$ cat src/rtl/pttt_pkg.sv
// types and constants of the periodic task timer table
// no dependencies; used by every module of the block but pttt_ram
`default_nettype none

package pttt_pkg;

    // highest target index that can be loaded
    localparam int unsigned MaxTarget = 25;
    localparam int unsigned TargetCount = 26;

    // configuration port
    localparam int unsigned CfgIdxW = 1;
    localparam int unsigned CfgDataW = 26;
    localparam logic [CfgIdxW-1:0] REG_INTERVAL_MODE = 1'd0;
    localparam logic [CfgIdxW-1:0] REG_LOADED_TARGETS = 1'd1;

    typedef enum logic [1:0] {
        OP_SCHEDULE = 2'd0,
        OP_KILL     = 2'd1,
        OP_TICK     = 2'd2
    } op_t;

    typedef enum logic [2:0] {
        KIND_STARTED    = 3'd0,
        KIND_REJECTED   = 3'd1,
        KIND_FIRED      = 3'd2,
        KIND_ENDED      = 3'd3,
        KIND_KILL_MATCH = 3'd4,
        KIND_KILL_NONE  = 3'd5,
        KIND_TICK_DONE  = 3'd6
    } kind_t;

    // one command beat
    typedef struct packed {
        op_t         op;
        logic [31:0] task_id;
        logic [4:0]  target;
        logic [15:0] initial_delay;
        logic [15:0] interval;
        logic [31:0] run_count;
        logic [1:0]  style;
        logic [31:0] now;
    } cmd_t;

    // one result beat
    typedef struct packed {
        kind_t       kind;
        logic [31:0] out_task_id;
        logic [4:0]  out_target;
        logic [1:0]  out_style;
        logic [31:0] out_time;
        logic        last;
    } res_t;

    // one table entry as held in the slot memory
    typedef struct packed {
        logic [31:0] task_id;
        logic [4:0]  target;
        logic [1:0]  style;
        logic [15:0] interval;
        logic [31:0] runs_left;
        logic [31:0] due_time;
        logic        killed;
    } slot_t;

    typedef enum logic [3:0] {
        ST_IDLE,
        ST_DISPATCH,
        ST_SCHED,
        ST_KILL_RD,
        ST_KILL_CHK,
        ST_KILL_END,
        ST_TICK_RD,
        ST_TICK_CHK,
        ST_TICK_END,
        ST_TICK_DONE,
        ST_FINISH
    } state_t;

    // commands from the controller to the datapath
    typedef struct packed {
        logic  load_item;
        logic  rd_en;
        logic  idx_inc;
        logic  keep_inc;
        logic  emit;
        kind_t emit_kind;
        logic  wr_sched;
        logic  wr_kill;
        logic  wr_keep;
        logic  commit_time;
        logic  commit_count;
        logic  finish;
    } dp_ctl_t;

    // status from the datapath to the controller
    typedef struct packed {
        op_t  op;
        logic op_known;
        logic sched_ok;
        logic same_time;
        logic idx_end;
        logic match;
        logic killed;
        logic due;
        logic ends;
        logic found;
        logic emit_ok;
        logic finish_ok;
    } dp_status_t;

endpackage

`default_nettype wire

$ cat src/rtl/pttt_ram.sv
// generic single-port-write, single-port-read ram with registered read
// no dependencies
`default_nettype none

module pttt_ram #(
    parameter int unsigned WIDTH = 8,
    parameter int unsigned DEPTH = 16
) (
    input  wire logic                                   clk,
    input  wire logic                                   wr_en,
    input  wire logic [((DEPTH > 1) ? $clog2(DEPTH) : 1)-1:0] wr_addr,
    input  wire logic [WIDTH-1:0]                       wr_data,
    input  wire logic                                   rd_en,
    input  wire logic [((DEPTH > 1) ? $clog2(DEPTH) : 1)-1:0] rd_addr,
    output logic      [WIDTH-1:0]                       rd_data
);

    logic [WIDTH-1:0] mem [DEPTH];

    // write port
    always_ff @(posedge clk)
    begin
        if (wr_en)
        begin
            mem[wr_addr] <= wr_data;
        end
    end

    // registered read port, holds when not enabled
    always_ff @(posedge clk)
    begin
        if (rd_en)
        begin
            rd_data <= mem[rd_addr];
        end
    end

endmodule

`default_nettype wire

$ cat src/rtl/pttt_ctrl.sv
// sequencer for schedule, kill and tick walks
// depends on pttt_pkg
`default_nettype none

module pttt_ctrl (
    input  wire logic                   clk,
    input  wire logic                   rst_n,
    input  wire logic                   cmd_valid,
    output logic                        cmd_stall,
    input  wire pttt_pkg::dp_status_t   status,
    output pttt_pkg::dp_ctl_t           ctl
);

    pttt_pkg::state_t state_reg;
    pttt_pkg::state_t state_next;

    // state register
    always_ff @(posedge clk or negedge rst_n)
    begin
        if (!rst_n)
        begin
            state_reg <= pttt_pkg::ST_IDLE;
        end
        else
        begin
            state_reg <= state_next;
        end
    end

    assign cmd_stall = (state_reg != pttt_pkg::ST_IDLE);

    // next state and datapath commands
    always_comb
    begin
        state_next = state_reg;
        ctl = '0;
        ctl.emit_kind = pttt_pkg::KIND_STARTED;
        case (state_reg)
            pttt_pkg::ST_IDLE:
            begin
                if (cmd_valid)
                begin
                    ctl.load_item = 1'b1;
                    state_next = pttt_pkg::ST_DISPATCH;
                end
            end
            pttt_pkg::ST_DISPATCH:
            begin
                if (!status.op_known)
                begin
                    // unused op code: dropped without results
                    state_next = pttt_pkg::ST_IDLE;
                end
                else
                begin
                    case (status.op)
                        pttt_pkg::OP_SCHEDULE: state_next = pttt_pkg::ST_SCHED;
                        pttt_pkg::OP_KILL:     state_next = pttt_pkg::ST_KILL_RD;
                        pttt_pkg::OP_TICK:
                        begin
                            if (status.same_time)
                            begin
                                state_next = pttt_pkg::ST_TICK_DONE;
                            end
                            else
                            begin
                                ctl.commit_time = 1'b1;
                                state_next = pttt_pkg::ST_TICK_RD;
                            end
                        end
                        default: state_next = pttt_pkg::ST_IDLE;
                    endcase
                end
            end
            pttt_pkg::ST_SCHED:
            begin
                ctl.emit_kind = status.sched_ok ? pttt_pkg::KIND_STARTED
                                                : pttt_pkg::KIND_REJECTED;
                if (status.emit_ok)
                begin
                    ctl.emit = 1'b1;
                    ctl.wr_sched = status.sched_ok;
                    state_next = pttt_pkg::ST_FINISH;
                end
            end
            pttt_pkg::ST_KILL_RD:
            begin
                if (status.idx_end)
                begin
                    state_next = pttt_pkg::ST_KILL_END;
                end
                else
                begin
                    ctl.rd_en = 1'b1;
                    state_next = pttt_pkg::ST_KILL_CHK;
                end
            end
            pttt_pkg::ST_KILL_CHK:
            begin
                ctl.emit_kind = pttt_pkg::KIND_KILL_MATCH;
                if (!status.match)
                begin
                    ctl.idx_inc = 1'b1;
                    state_next = pttt_pkg::ST_KILL_RD;
                end
                else if (status.emit_ok)
                begin
                    ctl.emit = 1'b1;
                    ctl.wr_kill = 1'b1;
                    ctl.idx_inc = 1'b1;
                    state_next = pttt_pkg::ST_KILL_RD;
                end
            end
            pttt_pkg::ST_KILL_END:
            begin
                ctl.emit_kind = pttt_pkg::KIND_KILL_NONE;
                if (status.found)
                begin
                    state_next = pttt_pkg::ST_FINISH;
                end
                else if (status.emit_ok)
                begin
                    ctl.emit = 1'b1;
                    state_next = pttt_pkg::ST_FINISH;
                end
            end
            pttt_pkg::ST_TICK_RD:
            begin
                if (status.idx_end)
                begin
                    ctl.commit_count = 1'b1;
                    state_next = pttt_pkg::ST_TICK_DONE;
                end
                else
                begin
                    ctl.rd_en = 1'b1;
                    state_next = pttt_pkg::ST_TICK_CHK;
                end
            end
            pttt_pkg::ST_TICK_CHK:
            begin
                if (status.killed)
                begin
                    // killed entry ends and is dropped
                    ctl.emit_kind = pttt_pkg::KIND_ENDED;
                    if (status.emit_ok)
                    begin
                        ctl.emit = 1'b1;
                        ctl.idx_inc = 1'b1;
                        state_next = pttt_pkg::ST_TICK_RD;
                    end
                end
                else if (status.due)
                begin
                    ctl.emit_kind = pttt_pkg::KIND_FIRED;
                    if (status.emit_ok)
                    begin
                        ctl.emit = 1'b1;
                        if (status.ends)
                        begin
                            state_next = pttt_pkg::ST_TICK_END;
                        end
                        else
                        begin
                            ctl.wr_keep = 1'b1;
                            ctl.keep_inc = 1'b1;
                            ctl.idx_inc = 1'b1;
                            state_next = pttt_pkg::ST_TICK_RD;
                        end
                    end
                end
                else
                begin
                    // not due: compact in place
                    ctl.wr_keep = 1'b1;
                    ctl.keep_inc = 1'b1;
                    ctl.idx_inc = 1'b1;
                    state_next = pttt_pkg::ST_TICK_RD;
                end
            end
            pttt_pkg::ST_TICK_END:
            begin
                ctl.emit_kind = pttt_pkg::KIND_ENDED;
                if (status.emit_ok)
                begin
                    ctl.emit = 1'b1;
                    ctl.idx_inc = 1'b1;
                    state_next = pttt_pkg::ST_TICK_RD;
                end
            end
            pttt_pkg::ST_TICK_DONE:
            begin
                ctl.emit_kind = pttt_pkg::KIND_TICK_DONE;
                if (status.emit_ok)
                begin
                    ctl.emit = 1'b1;
                    state_next = pttt_pkg::ST_FINISH;
                end
            end
            pttt_pkg::ST_FINISH:
            begin
                if (status.finish_ok)
                begin
                    ctl.finish = 1'b1;
                    state_next = pttt_pkg::ST_IDLE;
                end
            end
            default:
            begin
                state_next = pttt_pkg::ST_IDLE;
            end
        endcase
    end

endmodule

`default_nettype wire

$ cat src/rtl/pttt_datapath.sv
// table datapath: config registers, counters, slot memory, result hold and output stage
// depends on pttt_pkg and pttt_ram
`default_nettype none

module pttt_datapath #(
    parameter int unsigned ENTRIES = 16
) (
    input  wire logic                              clk,
    input  wire logic                              rst_n,
    input  wire pttt_pkg::cmd_t                    cmd,
    input  wire logic                              cfg_wen,
    input  wire logic [pttt_pkg::CfgIdxW-1:0]      cfg_index,
    input  wire logic [pttt_pkg::CfgDataW-1:0]     cfg_data,
    output logic                                   res_valid,
    input  wire logic                              res_stall,
    output pttt_pkg::res_t                         res,
    input  wire pttt_pkg::dp_ctl_t                 ctl,
    output pttt_pkg::dp_status_t                   status
);

    localparam int unsigned CW = $clog2(ENTRIES + 1);
    localparam int unsigned IW = (ENTRIES > 1) ? $clog2(ENTRIES) : 1;

    pttt_pkg::cmd_t                 item_reg;
    logic                           mode_reg;
    logic [pttt_pkg::CfgDataW-1:0]  loaded_reg;
    logic [CW-1:0]                  count_reg, count_next;
    logic [CW-1:0]                  idx_reg, idx_next;
    logic [CW-1:0]                  keep_reg, keep_next;
    logic [31:0]                    last_time_reg;
    logic                           found_reg, found_next;
    logic                           hold_valid_reg, hold_valid_next;
    pttt_pkg::res_t                 hold_reg;
    logic                           res_valid_reg, res_valid_next;
    pttt_pkg::res_t                 res_reg;

    pttt_pkg::slot_t                slot;
    pttt_pkg::slot_t                slot_upd;
    pttt_pkg::slot_t                slot_new;
    pttt_pkg::slot_t                wr_data;
    logic [IW-1:0]                  wr_addr;
    logic                           wr_en;
    logic [31:0]                    loaded_mask;
    logic [31:0]                    due_base;
    logic                           out_can_load;
    logic                           flush;
    pttt_pkg::res_t                 emit_res;
    pttt_pkg::res_t                 drain_res;

    // slot memory
    pttt_ram #(
        .WIDTH ($bits(pttt_pkg::slot_t)),
        .DEPTH (ENTRIES)
    ) u_slots (
        .clk     (clk),
        .wr_en   (wr_en),
        .wr_addr (wr_addr),
        .wr_data (wr_data),
        .rd_en   (ctl.rd_en),
        .rd_addr (idx_reg[IW-1:0]),
        .rd_data (slot)
    );

    // configuration registers
    always_ff @(posedge clk or negedge rst_n)
    begin
        if (!rst_n)
        begin
            mode_reg   <= 1'b0;
            loaded_reg <= '0;
        end
        else if (cfg_wen)
        begin
            case (cfg_index)
                pttt_pkg::REG_INTERVAL_MODE:  mode_reg <= cfg_data[0];
                pttt_pkg::REG_LOADED_TARGETS: loaded_reg <= cfg_data;
                default:                      mode_reg <= mode_reg;
            endcase
        end
    end

    // latched command
    always_ff @(posedge clk)
    begin
        if (ctl.load_item)
        begin
            item_reg <= cmd;
        end
    end

    // schedule check and new entry
    assign loaded_mask = {{(32 - pttt_pkg::CfgDataW){1'b0}}, loaded_reg};

    always_comb
    begin
        slot_new.task_id   = item_reg.task_id;
        slot_new.target    = item_reg.target;
        slot_new.style     = item_reg.style;
        slot_new.interval  = item_reg.interval;
        slot_new.runs_left = item_reg.run_count;
        slot_new.due_time  = item_reg.now + {16'd0, item_reg.initial_delay};
        slot_new.killed    = 1'b0;
    end

    // entry update on firing
    assign due_base = mode_reg ? item_reg.now : slot.due_time;

    always_comb
    begin
        slot_upd = slot;
        if (status.due)
        begin
            slot_upd.runs_left = slot.runs_left - {31'd0, (slot.runs_left != 32'd0)};
            slot_upd.due_time  = due_base + {16'd0, slot.interval};
        end
    end

    // memory write selection
    always_comb
    begin
        wr_en   = ctl.wr_sched | ctl.wr_kill | ctl.wr_keep;
        wr_addr = keep_reg[IW-1:0];
        wr_data = slot_upd;
        if (ctl.wr_sched)
        begin
            wr_addr = count_reg[IW-1:0];
            wr_data = slot_new;
        end
        else if (ctl.wr_kill)
        begin
            wr_addr = idx_reg[IW-1:0];
            wr_data = slot;
            wr_data.killed = 1'b1;
        end
    end

    // status towards the controller
    always_comb
    begin
        status.op        = item_reg.op;
        status.op_known  = (item_reg.op == pttt_pkg::OP_SCHEDULE) ||
                           (item_reg.op == pttt_pkg::OP_KILL) ||
                           (item_reg.op == pttt_pkg::OP_TICK);
        status.sched_ok  = (count_reg < CW'(ENTRIES)) &&
                           (item_reg.target <= 5'(pttt_pkg::MaxTarget)) &&
                           loaded_mask[item_reg.target];
        status.same_time = (item_reg.now == last_time_reg);
        status.idx_end   = (idx_reg == count_reg);
        status.match     = (slot.task_id == item_reg.task_id) ||
                           (item_reg.task_id == 32'd0);
        status.killed    = slot.killed;
        status.due       = (item_reg.now >= slot.due_time);
        status.ends      = (slot.interval == 16'd0) || (slot.runs_left == 32'd1);
        status.found     = found_reg;
        status.emit_ok   = !hold_valid_reg || out_can_load;
        status.finish_ok = out_can_load;
    end

    // result fields per kind
    always_comb
    begin
        emit_res.kind        = ctl.emit_kind;
        emit_res.out_time    = item_reg.now;
        emit_res.last        = 1'b0;
        emit_res.out_task_id = slot.task_id;
        emit_res.out_target  = slot.target;
        emit_res.out_style   = slot.style;
        case (ctl.emit_kind)
            pttt_pkg::KIND_STARTED, pttt_pkg::KIND_REJECTED:
            begin
                emit_res.out_task_id = item_reg.task_id;
                emit_res.out_target  = item_reg.target;
                emit_res.out_style   = item_reg.style;
            end
            pttt_pkg::KIND_KILL_NONE:
            begin
                emit_res.out_task_id = item_reg.task_id;
                emit_res.out_target  = '0;
                emit_res.out_style   = '0;
            end
            pttt_pkg::KIND_TICK_DONE:
            begin
                emit_res.out_task_id = '0;
                emit_res.out_target  = '0;
                emit_res.out_style   = '0;
            end
            default:
            begin
                emit_res.out_task_id = slot.task_id;
            end
        endcase
    end

    // counters, hold stage and output stage
    assign out_can_load = !res_valid_reg || !res_stall;
    assign flush = hold_valid_reg && (ctl.emit || ctl.finish);

    always_comb
    begin
        count_next      = count_reg;
        idx_next        = idx_reg;
        keep_next       = keep_reg;
        found_next      = found_reg;
        hold_valid_next = hold_valid_reg;
        res_valid_next  = res_valid_reg;
        if (ctl.load_item)
        begin
            idx_next   = '0;
            keep_next  = '0;
            found_next = 1'b0;
        end
        if (ctl.idx_inc)
        begin
            idx_next = idx_reg + CW'(1);
        end
        if (ctl.keep_inc)
        begin
            keep_next = keep_reg + CW'(1);
        end
        if (ctl.wr_sched)
        begin
            count_next = count_reg + CW'(1);
        end
        if (ctl.commit_count)
        begin
            count_next = keep_reg;
        end
        if (ctl.wr_kill)
        begin
            found_next = 1'b1;
        end
        if (ctl.emit)
        begin
            hold_valid_next = 1'b1;
        end
        else if (ctl.finish)
        begin
            hold_valid_next = 1'b0;
        end
        if (flush)
        begin
            res_valid_next = 1'b1;
        end
        else if (res_valid_reg && !res_stall)
        begin
            res_valid_next = 1'b0;
        end
    end

    always_ff @(posedge clk or negedge rst_n)
    begin
        if (!rst_n)
        begin
            count_reg      <= '0;
            idx_reg        <= '0;
            keep_reg       <= '0;
            last_time_reg  <= '0;
            found_reg      <= 1'b0;
            hold_valid_reg <= 1'b0;
            res_valid_reg  <= 1'b0;
        end
        else
        begin
            count_reg      <= count_next;
            idx_reg        <= idx_next;
            keep_reg       <= keep_next;
            found_reg      <= found_next;
            hold_valid_reg <= hold_valid_next;
            res_valid_reg  <= res_valid_next;
            if (ctl.commit_time)
            begin
                last_time_reg <= item_reg.now;
            end
        end
    end

    // drained beat carries last only when the command finishes
    always_comb
    begin
        drain_res      = hold_reg;
        drain_res.last = ctl.finish;
    end

    // payload of hold and output stages; last is settled when the hold stage drains
    always_ff @(posedge clk)
    begin
        if (ctl.emit)
        begin
            hold_reg <= emit_res;
        end
        if (flush)
        begin
            res_reg <= drain_res;
        end
    end

    assign res_valid = res_valid_reg;
    assign res = res_reg;

endmodule

`default_nettype wire

$ cat src/rtl/periodic_task_timer_table_core.sv
// top level of the periodic task timer table: controller plus datapath
// depends on pttt_pkg, pttt_ctrl, pttt_datapath (and through it pttt_ram)
// one command at a time; each schedule, tick or kill walk ends before the next is taken
// a firing entry that ends passes through ST_TICK_END; an unused op is dropped
// beats pass through a hold stage; walks wait while it is full and the output is stalled
// async active-low reset clears control state; slot contents stay undefined until written
`default_nettype none

module periodic_task_timer_table_core #(
    parameter int unsigned ENTRIES = 16
) (
    input  wire logic                          clk,
    input  wire logic                          rst_n,
    input  wire logic                          cmd_valid,
    output logic                               cmd_stall,
    input  wire pttt_pkg::cmd_t                cmd,
    output logic                               res_valid,
    input  wire logic                          res_stall,
    output pttt_pkg::res_t                     res,
    input  wire logic                          cfg_wen,
    input  wire logic [pttt_pkg::CfgIdxW-1:0]  cfg_index,
    input  wire logic [pttt_pkg::CfgDataW-1:0] cfg_data
);

    pttt_pkg::dp_ctl_t    ctl;
    pttt_pkg::dp_status_t status;

    // sequencer
    pttt_ctrl u_ctrl (
        .clk       (clk),
        .rst_n     (rst_n),
        .cmd_valid (cmd_valid),
        .cmd_stall (cmd_stall),
        .status    (status),
        .ctl       (ctl)
    );

    // table datapath
    pttt_datapath #(
        .ENTRIES (ENTRIES)
    ) u_datapath (
        .clk       (clk),
        .rst_n     (rst_n),
        .cmd       (cmd),
        .cfg_wen   (cfg_wen),
        .cfg_index (cfg_index),
        .cfg_data  (cfg_data),
        .res_valid (res_valid),
        .res_stall (res_stall),
        .res       (res),
        .ctl       (ctl),
        .status    (status)
    );

endmodule

`default_nettype wire

$ cat config.mk
export PLATFORM = sky130hd
export DESIGN_NAME = periodic_task_timer_table_core
export DESIGN_NICKNAME = d
export VERILOG_FILES = /design/src/rtl/pttt_pkg.sv /design/src/rtl/pttt_ram.sv /design/src/rtl/pttt_ctrl.sv /design/src/rtl/pttt_datapath.sv /design/src/rtl/periodic_task_timer_table_core.sv
export SDC_FILE = /design/constraint.sdc
export NUM_CORES = 2
export LEC_CHECK = 0
export BUFFER_PORTS_ARGS = -buffer_cell sky130_fd_sc_hd__clkbuf_2
export CORE_ASPECT_RATIO = 1.1
export CORE_UTILIZATION = 45
export DETAILED_ROUTE_END_ITERATION = 12
export MAX_ROUTING_LAYER = met4
export SYNTH_ARGS = -nofsm -noshare
export SYNTH_HDL_FRONTEND = slang
export SYNTH_SLANG_ARGS = --single-unit
$ cat constraint.sdc
create_clock -name clk -period 16 [get_ports clk]
set_input_delay 1.6 -clock clk [delete_from_list [all_inputs] [get_ports clk]]
set_output_delay 1.6 -clock clk [all_outputs]
set_load 0.005 [all_outputs]
Word-level counts from Yosys, hierarchy flattened:

Memory sizes are Yosys's and may differ from the RTL's. A register that Yosys moved wholly into a read port is not among the register bits.
Index checks and enable logic that the tools add are counted.

* bits in registers: 367
* RAM bits: 1920
* input bits: 169
* memories kept: 1

Memories
* u_datapath.u_slots.mem: words 16, width 120, rd ports 1, clocked after memory_dff 1, write ports 1, RTL line pttt_ram.sv:18 `logic [WIDTH-1:0] mem [DEPTH];`

* add/subtract/negate cells: 6
* $lt $le $gt $ge: 4
* eq/ne operators: 23
* muxes and demuxes: 75
* bitwise gates (word level): 3
* reductions and logical operators: 35

Operator list (count)
* two-way mux 120 bit: 1
* two-way mux 4 bit: 18
* two-way mux 65 bit: 1
* adder 32 x 16 -> 32 bit: 2
* equality test 32 bit: 2
* two-way mux 64 bit: 1
* one-hot mux 32 bit (2 select lines): 1
* one-hot mux 4 bit (10 select lines): 1
* two-way mux 1 bit: 38
* equality test 32 x 1 -> 1 bit, second input constant: 1
* greater-or-equal comparator 32 bit: 1
* logical NOT 32 bit: 1
* two-way mux 32 bit: 1
* nonzero test 32 bit: 1
* subtractor 32 x 1 -> 32 bit: 1
* two-way mux 5 bit: 5
* one-hot mux 4 bit (6 select lines): 1
* equality test 4 x 3 -> 1 bit, second input constant: 4
* logical NOT 16 bit: 1
* adder 5 x 1 -> 5 bit, second input constant: 3
* one-hot mux 7 bit (2 select lines): 1
* equality test 4 bit, second input constant: 3
* one-hot mux 4 bit (3 select lines): 1
* nonzero test 2 bit: 6
* 31 further kinds: 50

Depth between registers and ports, before layout:

* word-level depth: 10
* mapped depth: 20
* mapped depth without buffers: 13

By module:

From an unflattened synthesis, not the netlist that was laid out.

* cell total of the unflattened synthesis: 4794
* area, all modules: 95277.6 um^2

Modules (own cells, without submodules)
* pttt_ram: times used 1, cells an instance 3066, area each 75209.6 um^2, sequential area each 61258.8 um^2
* pttt_datapath: times used 1, cells an instance 1620, area each 19284.7 um^2, sequential area each 10515.1 um^2
* pttt_ctrl: times used 1, cells an instance 108, area each 783.3 um^2, sequential area each 100.1 um^2

Worst setup path after synthesis:

OpenSTA, ideal clock, no wires.

* path kind: reg-to-reg
* from: reg u_ctrl.state_reg[1]
* to: reg u_datapath.u_slots.rd_data[0] (read register of u_datapath.u_slots.mem), enable pin
* setup time: 0.936 ns
* data arrival time: 13.115 ns
* setup slack: 1.949 ns
* stages on the path, launching flop included: 4
* clock period less this slack: 14.051 ns
* path through: dfrtp_1 clkbuf_8 clkbuf_1 nor4b_1

RTL lines
* from (decl): RTL line pttt_ctrl.sv:14 `pttt_pkg::state_t state_reg;`
* from (signal assigned): RTL line pttt_ctrl.sv:22 `state_reg <= pttt_pkg::ST_IDLE;`
* from (signal assigned): RTL line pttt_ctrl.sv:26 `state_reg <= state_next;`
* to (decl): RTL line pttt_ram.sv:15 `output logic [WIDTH-1:0] rd_data`

Worst setup path in the final report:

* from: reg u_datapath.item_reg[106] in the netlist's numbering
* to: mem u_datapath.u_slots.mem[7][71] in the netlist's numbering, enable pin

* word-level cells in the longest chain between the ends: 8
* elaborated cells between the ends (all ways): 11

RTL lines
* from (decl): RTL line pttt_datapath.sv:24 `pttt_pkg::cmd_t item_reg;`
* from (signal assigned): RTL line pttt_datapath.sv:87 `item_reg <= cmd;`
* equality test 32 bit or logical NOT 32 bit (tied branches): RTL line pttt_datapath.sv:149, pttt_datapath.sv:150
* logical OR 1 bit *: RTL line pttt_datapath.sv:149 `status.match = (slot.task_id == item_reg.task_id) ||`
* two-way mux 1 bit *: RTL line pttt_ctrl.sv:101 `if (!status.match)`
* two-way mux 1 bit *: RTL line pttt_ctrl.sv:38 `case (state_reg)`
* bitwise OR 1 bit (2 in series): RTL line pttt_datapath.sv:121 `wr_en = ctl.wr_sched | ctl.wr_kill | ctl.wr_keep;`
* two-way mux 1 bit: RTL line pttt_ram.sv:23 `if (wr_en)`
* two-way mux 1 bit (not written as such): RTL line pttt_ram.sv:25 `mem[wr_addr] <= wr_data;`
* to (decl): RTL line pttt_ram.sv:18

Mark *: on every way between the ends. The rest lies on a longest branch, timed or not.

==> run metrics <==
outcome finished, final reports clean; Fill cells 16500; Crit path required time 16500 ps; Synth cell types 80; Post-Synth XOR/XNOR Area 1.25%; Mapped Area 95100 um2; Crit Path Category reg2reg; Synth Area in Simple Gates 3.06%; part of the Yosys area used for sequential elements 75.5%; Final Hold Fails 0; Largest register FFs 1920; Resize count post-CTS 0; M2 GR Usage 33.2%; CP Launch Type flop; register bit total from synthesis 2407; hold_buf cts 0; Post-Synthesis Cells 4616; nets 5216; RSZ-0062 raised after global routing no; synth warn 0; syn nets 4856; fin crit share 41.7%; num ports 246; peak fanout along the critical path 57; CP Capture Type flop; setup_tns 0 ps; worst slew pin tran 1340 ps; Die Span Y 484 um; Worst Skew 39.3 ps; GP Congestion 0.859; final slew viol count 0; Routed Antenna Nets 0; vias in the first global route 47700; CTS tree built; DR iter-0 viols 5001; GRT Overall Usage 22.9%; Synth Area per Inst 20.6 um2; Starting Density 45.4%; setup repair bufs after CTS 0; Longest Clk Path Bufs 3; Max Freq 150 MHz; P per Cell Area 180 nW/um2; Setup Viol. Count Final 0; 1st-pass router iterations 6; number of enable-type register cells in the synthesized netlist 2326; max-cap violations 0; placed cell count 7495; Via density 5.95; adder-cell share of the synthesized area 0.949%; DIE AREA 213000 um2; CTS H-tree depth 4; cts bufs inserted 237; Hold Path Class reg2reg; Pleak 0.0344 uW; ys async rst share 3.37%; initial antenna violation count 15; GRT busiest layer met2; # clock sinks 2407; Post-DP HPWL 135000 um; largest net degree at the start of global routing 128; Slew HR 10.8%; met3 usage in global routing 4.81%; IR drop worst, VDD 0.136 mV; core area 210000 um2; Wirelength per Cell 29.6 um; P&R area growth vs syn 13.2%; root buf cell clkbuf_16; Skew-Pair Late Insertion Delay 900 ps; post-synthesis mux area share 15.2%; Post-Layout Cell Count 7947; GR Overflow Total 0; fraction of layout cells with a size suffix above 1 27.3%; Synth Area in Compound Gates 2.81%; Port Buf Inserts 245; Std-Cell Rows 176; via count 47300; first-pass GRT wire length 340000 um; ys flop type edfxtp_1; Worst-path clk slew 60 ps; Crit path arrival time 7170 ps; drt total wl 235000 um; DRC viols 0; die width 440 um; GR met1 Demand/Resource 33.0%; main combinational cell family by area after synthesis multiplexers; Period minus WS final 6670 ps
worst max-delay path: stages, from the launching register on:
cell	delay, ps
edfxtp_1	440
xnor2_1	430
nand4_1	290
nor4_1	310
a21oi_1	350
or3_1	770
mux2i_1	220
and2_1	250
or3_1	540
nor2_4	880
buf_4	730
buf_4	960
cells in the final DEF, fill, tap and decap left out, types with 54 or more instances in the layout:
| cell type | Yosys | layout |
|---|---|---|
| edfxtp_1 | 2326 | 2326 |
| mux4_2 | 606 | 606 |
| nand2_1 | 288 | 286 |
| clkbuf_2 | 0 | 244 |
| clkbuf_16 | 0 | 240 |
| o21ai_0 | 114 | 100 |
| nor2_1 | 114 | 96 |
| buf_4 | 2 | 93 |
| a21oi_1 | 81 | 79 |
| xnor2_1 | 76 | 76 |
| dfrtp_1 | 81 | 76 |
| ha_1 | 69 | 69 |
| mux2_2 | 63 | 63 |
| xor2_1 | 60 | 60 |
| clkinv_1 | 0 | 57 |
| inv_1 | 56 | 55 |
| nand3_1 | 54 | 54 |
area by class of cell:
class | instances | area [um2] | share of cell area [%]
multi-input combinational | 1924 | 22400 | 20.8
antenna | 7 | 17.5 | 0.0163
sequential | 2407 | 71900 | 66.8
clock buffer | 296 | 6250 | 5.80
inverter | 56 | 215 | 0.200
clock inverter | 148 | 1310 | 1.22
timing repair buffer | 350 | 2180 | 2.02
tap | 2759 | 3450 | 3.21
cell families (layout without fill, tap and decap cells):
kind of cell | count (synthesis) | in the layout
AOI/OAI and AO/OA | 400 | 400
xor gates and xnor gates | 136 | 136
adders and majority gates | 71 | 71
buffers and inverters | 285 | 850
DFF | 2407 | 2407
muxes | 682 | 682
other | 0 | 7
and+or+nand+nor | 635 | 635
cells in the mapped netlist (4+ instances only):
library cell / n / share of area [%]
a211oi_1: 17 / 0.13
o211ai_1: 16 / 0.13
dfrtp_1: 81 / 2.1
and4_1: 4 / 0.037
a21o_1: 20 / 0.16
o21ai_0: 114 / 0.60
nor4_1: 30 / 0.20
o31ai_1: 8 / 0.063
nor3_1: 36 / 0.19
edfxtp_1: 2326 / 73
inv_1: 56 / 0.22
o211a_1: 4 / 0.042
nand2b_1: 12 / 0.079
nand3_1: 54 / 0.28
a21oi_1: 81 / 0.43
and2_1: 8 / 0.053
o21a_1: 15 / 0.12
xor2_1: 60 / 0.55
buf_1: 50 / 0.20
a311oi_1: 4 / 0.037
a22o_1: 39 / 0.36
ha_1: 69 / 0.91
nor2_1: 114 / 0.45
a31oi_1: 23 / 0.15
nand3b_1: 5 / 0.039
nor2b_1: 10 / 0.066
mux2i_1: 13 / 0.14
nand2_1: 288 / 1.1
clkbuf_1: 173 / 0.68
o21bai_1: 5 / 0.039
mux2_2: 63 / 0.75
nor3b_1: 5 / 0.039
or3_1: 13 / 0.085
or4_1: 10 / 0.079
a221o_1: 4 / 0.042
mux4_2: 606 / 14
nand4_1: 22 / 0.14
xnor2_1: 76 / 0.70
and3_1: 10 / 0.066
stage by stage:
step / power (uW) / hold slack (ps) / setup WS, ps / area, um2 / util, %
global route: 20200 / 399 / 9030 / 108000 / 51.4
detailed placement: 14200 / 405 / 9030 / 100000 / 47.7
CTS: 19600 / 397 / 9400 / 108000 / 51.4
floorplan: 12200 / 400 / 1950 / 95100 / -
global placement: 14100 / 401 / 9110 / 100000 / 47.7
finish: 19400 / 405 / 9330 / 108000 / 51.4
worst paths after layout:
check | slack (ps) | cells past startpoint | from | to
setup / recovery | 9330 | 11 | u_datapath.item_reg[106] | u_datapath.u_slots.mem[7][71]
hold / removal | 400 | 0 | u_datapath.drain_res[16] | u_datapath.res[16]
setup reg to reg | 9330 | 11 | u_datapath.item_reg[106] | u_datapath.u_slots.mem[7][71]
hold reg to reg | 400 | 0 | u_datapath.drain_res[16] | u_datapath.res[16]
max in group asynchronous | 14110 | 2 | rst_n | u_datapath.idx_reg[3]
min in group asynchronous | 600 | 1 | rst_n | u_datapath.last_time_reg[17]
per-layer routing:
metal	wire [um]	vias to the layer above
li1	-	19800
met1	103000	25300
met2	108000	1812
met3	18600	326
met4	5220	0
met5	0	-
where the power goes:
| group | switching [uW] | internal, uW |
|---|---|---|
| clock | 2360 | 3050 |
| sequential | 440 | 8470 |
| combinational | 3110 | 1970 |
| total | 5910 | 13500 |
No activity file was read; power rests on OpenSTA's default activity.
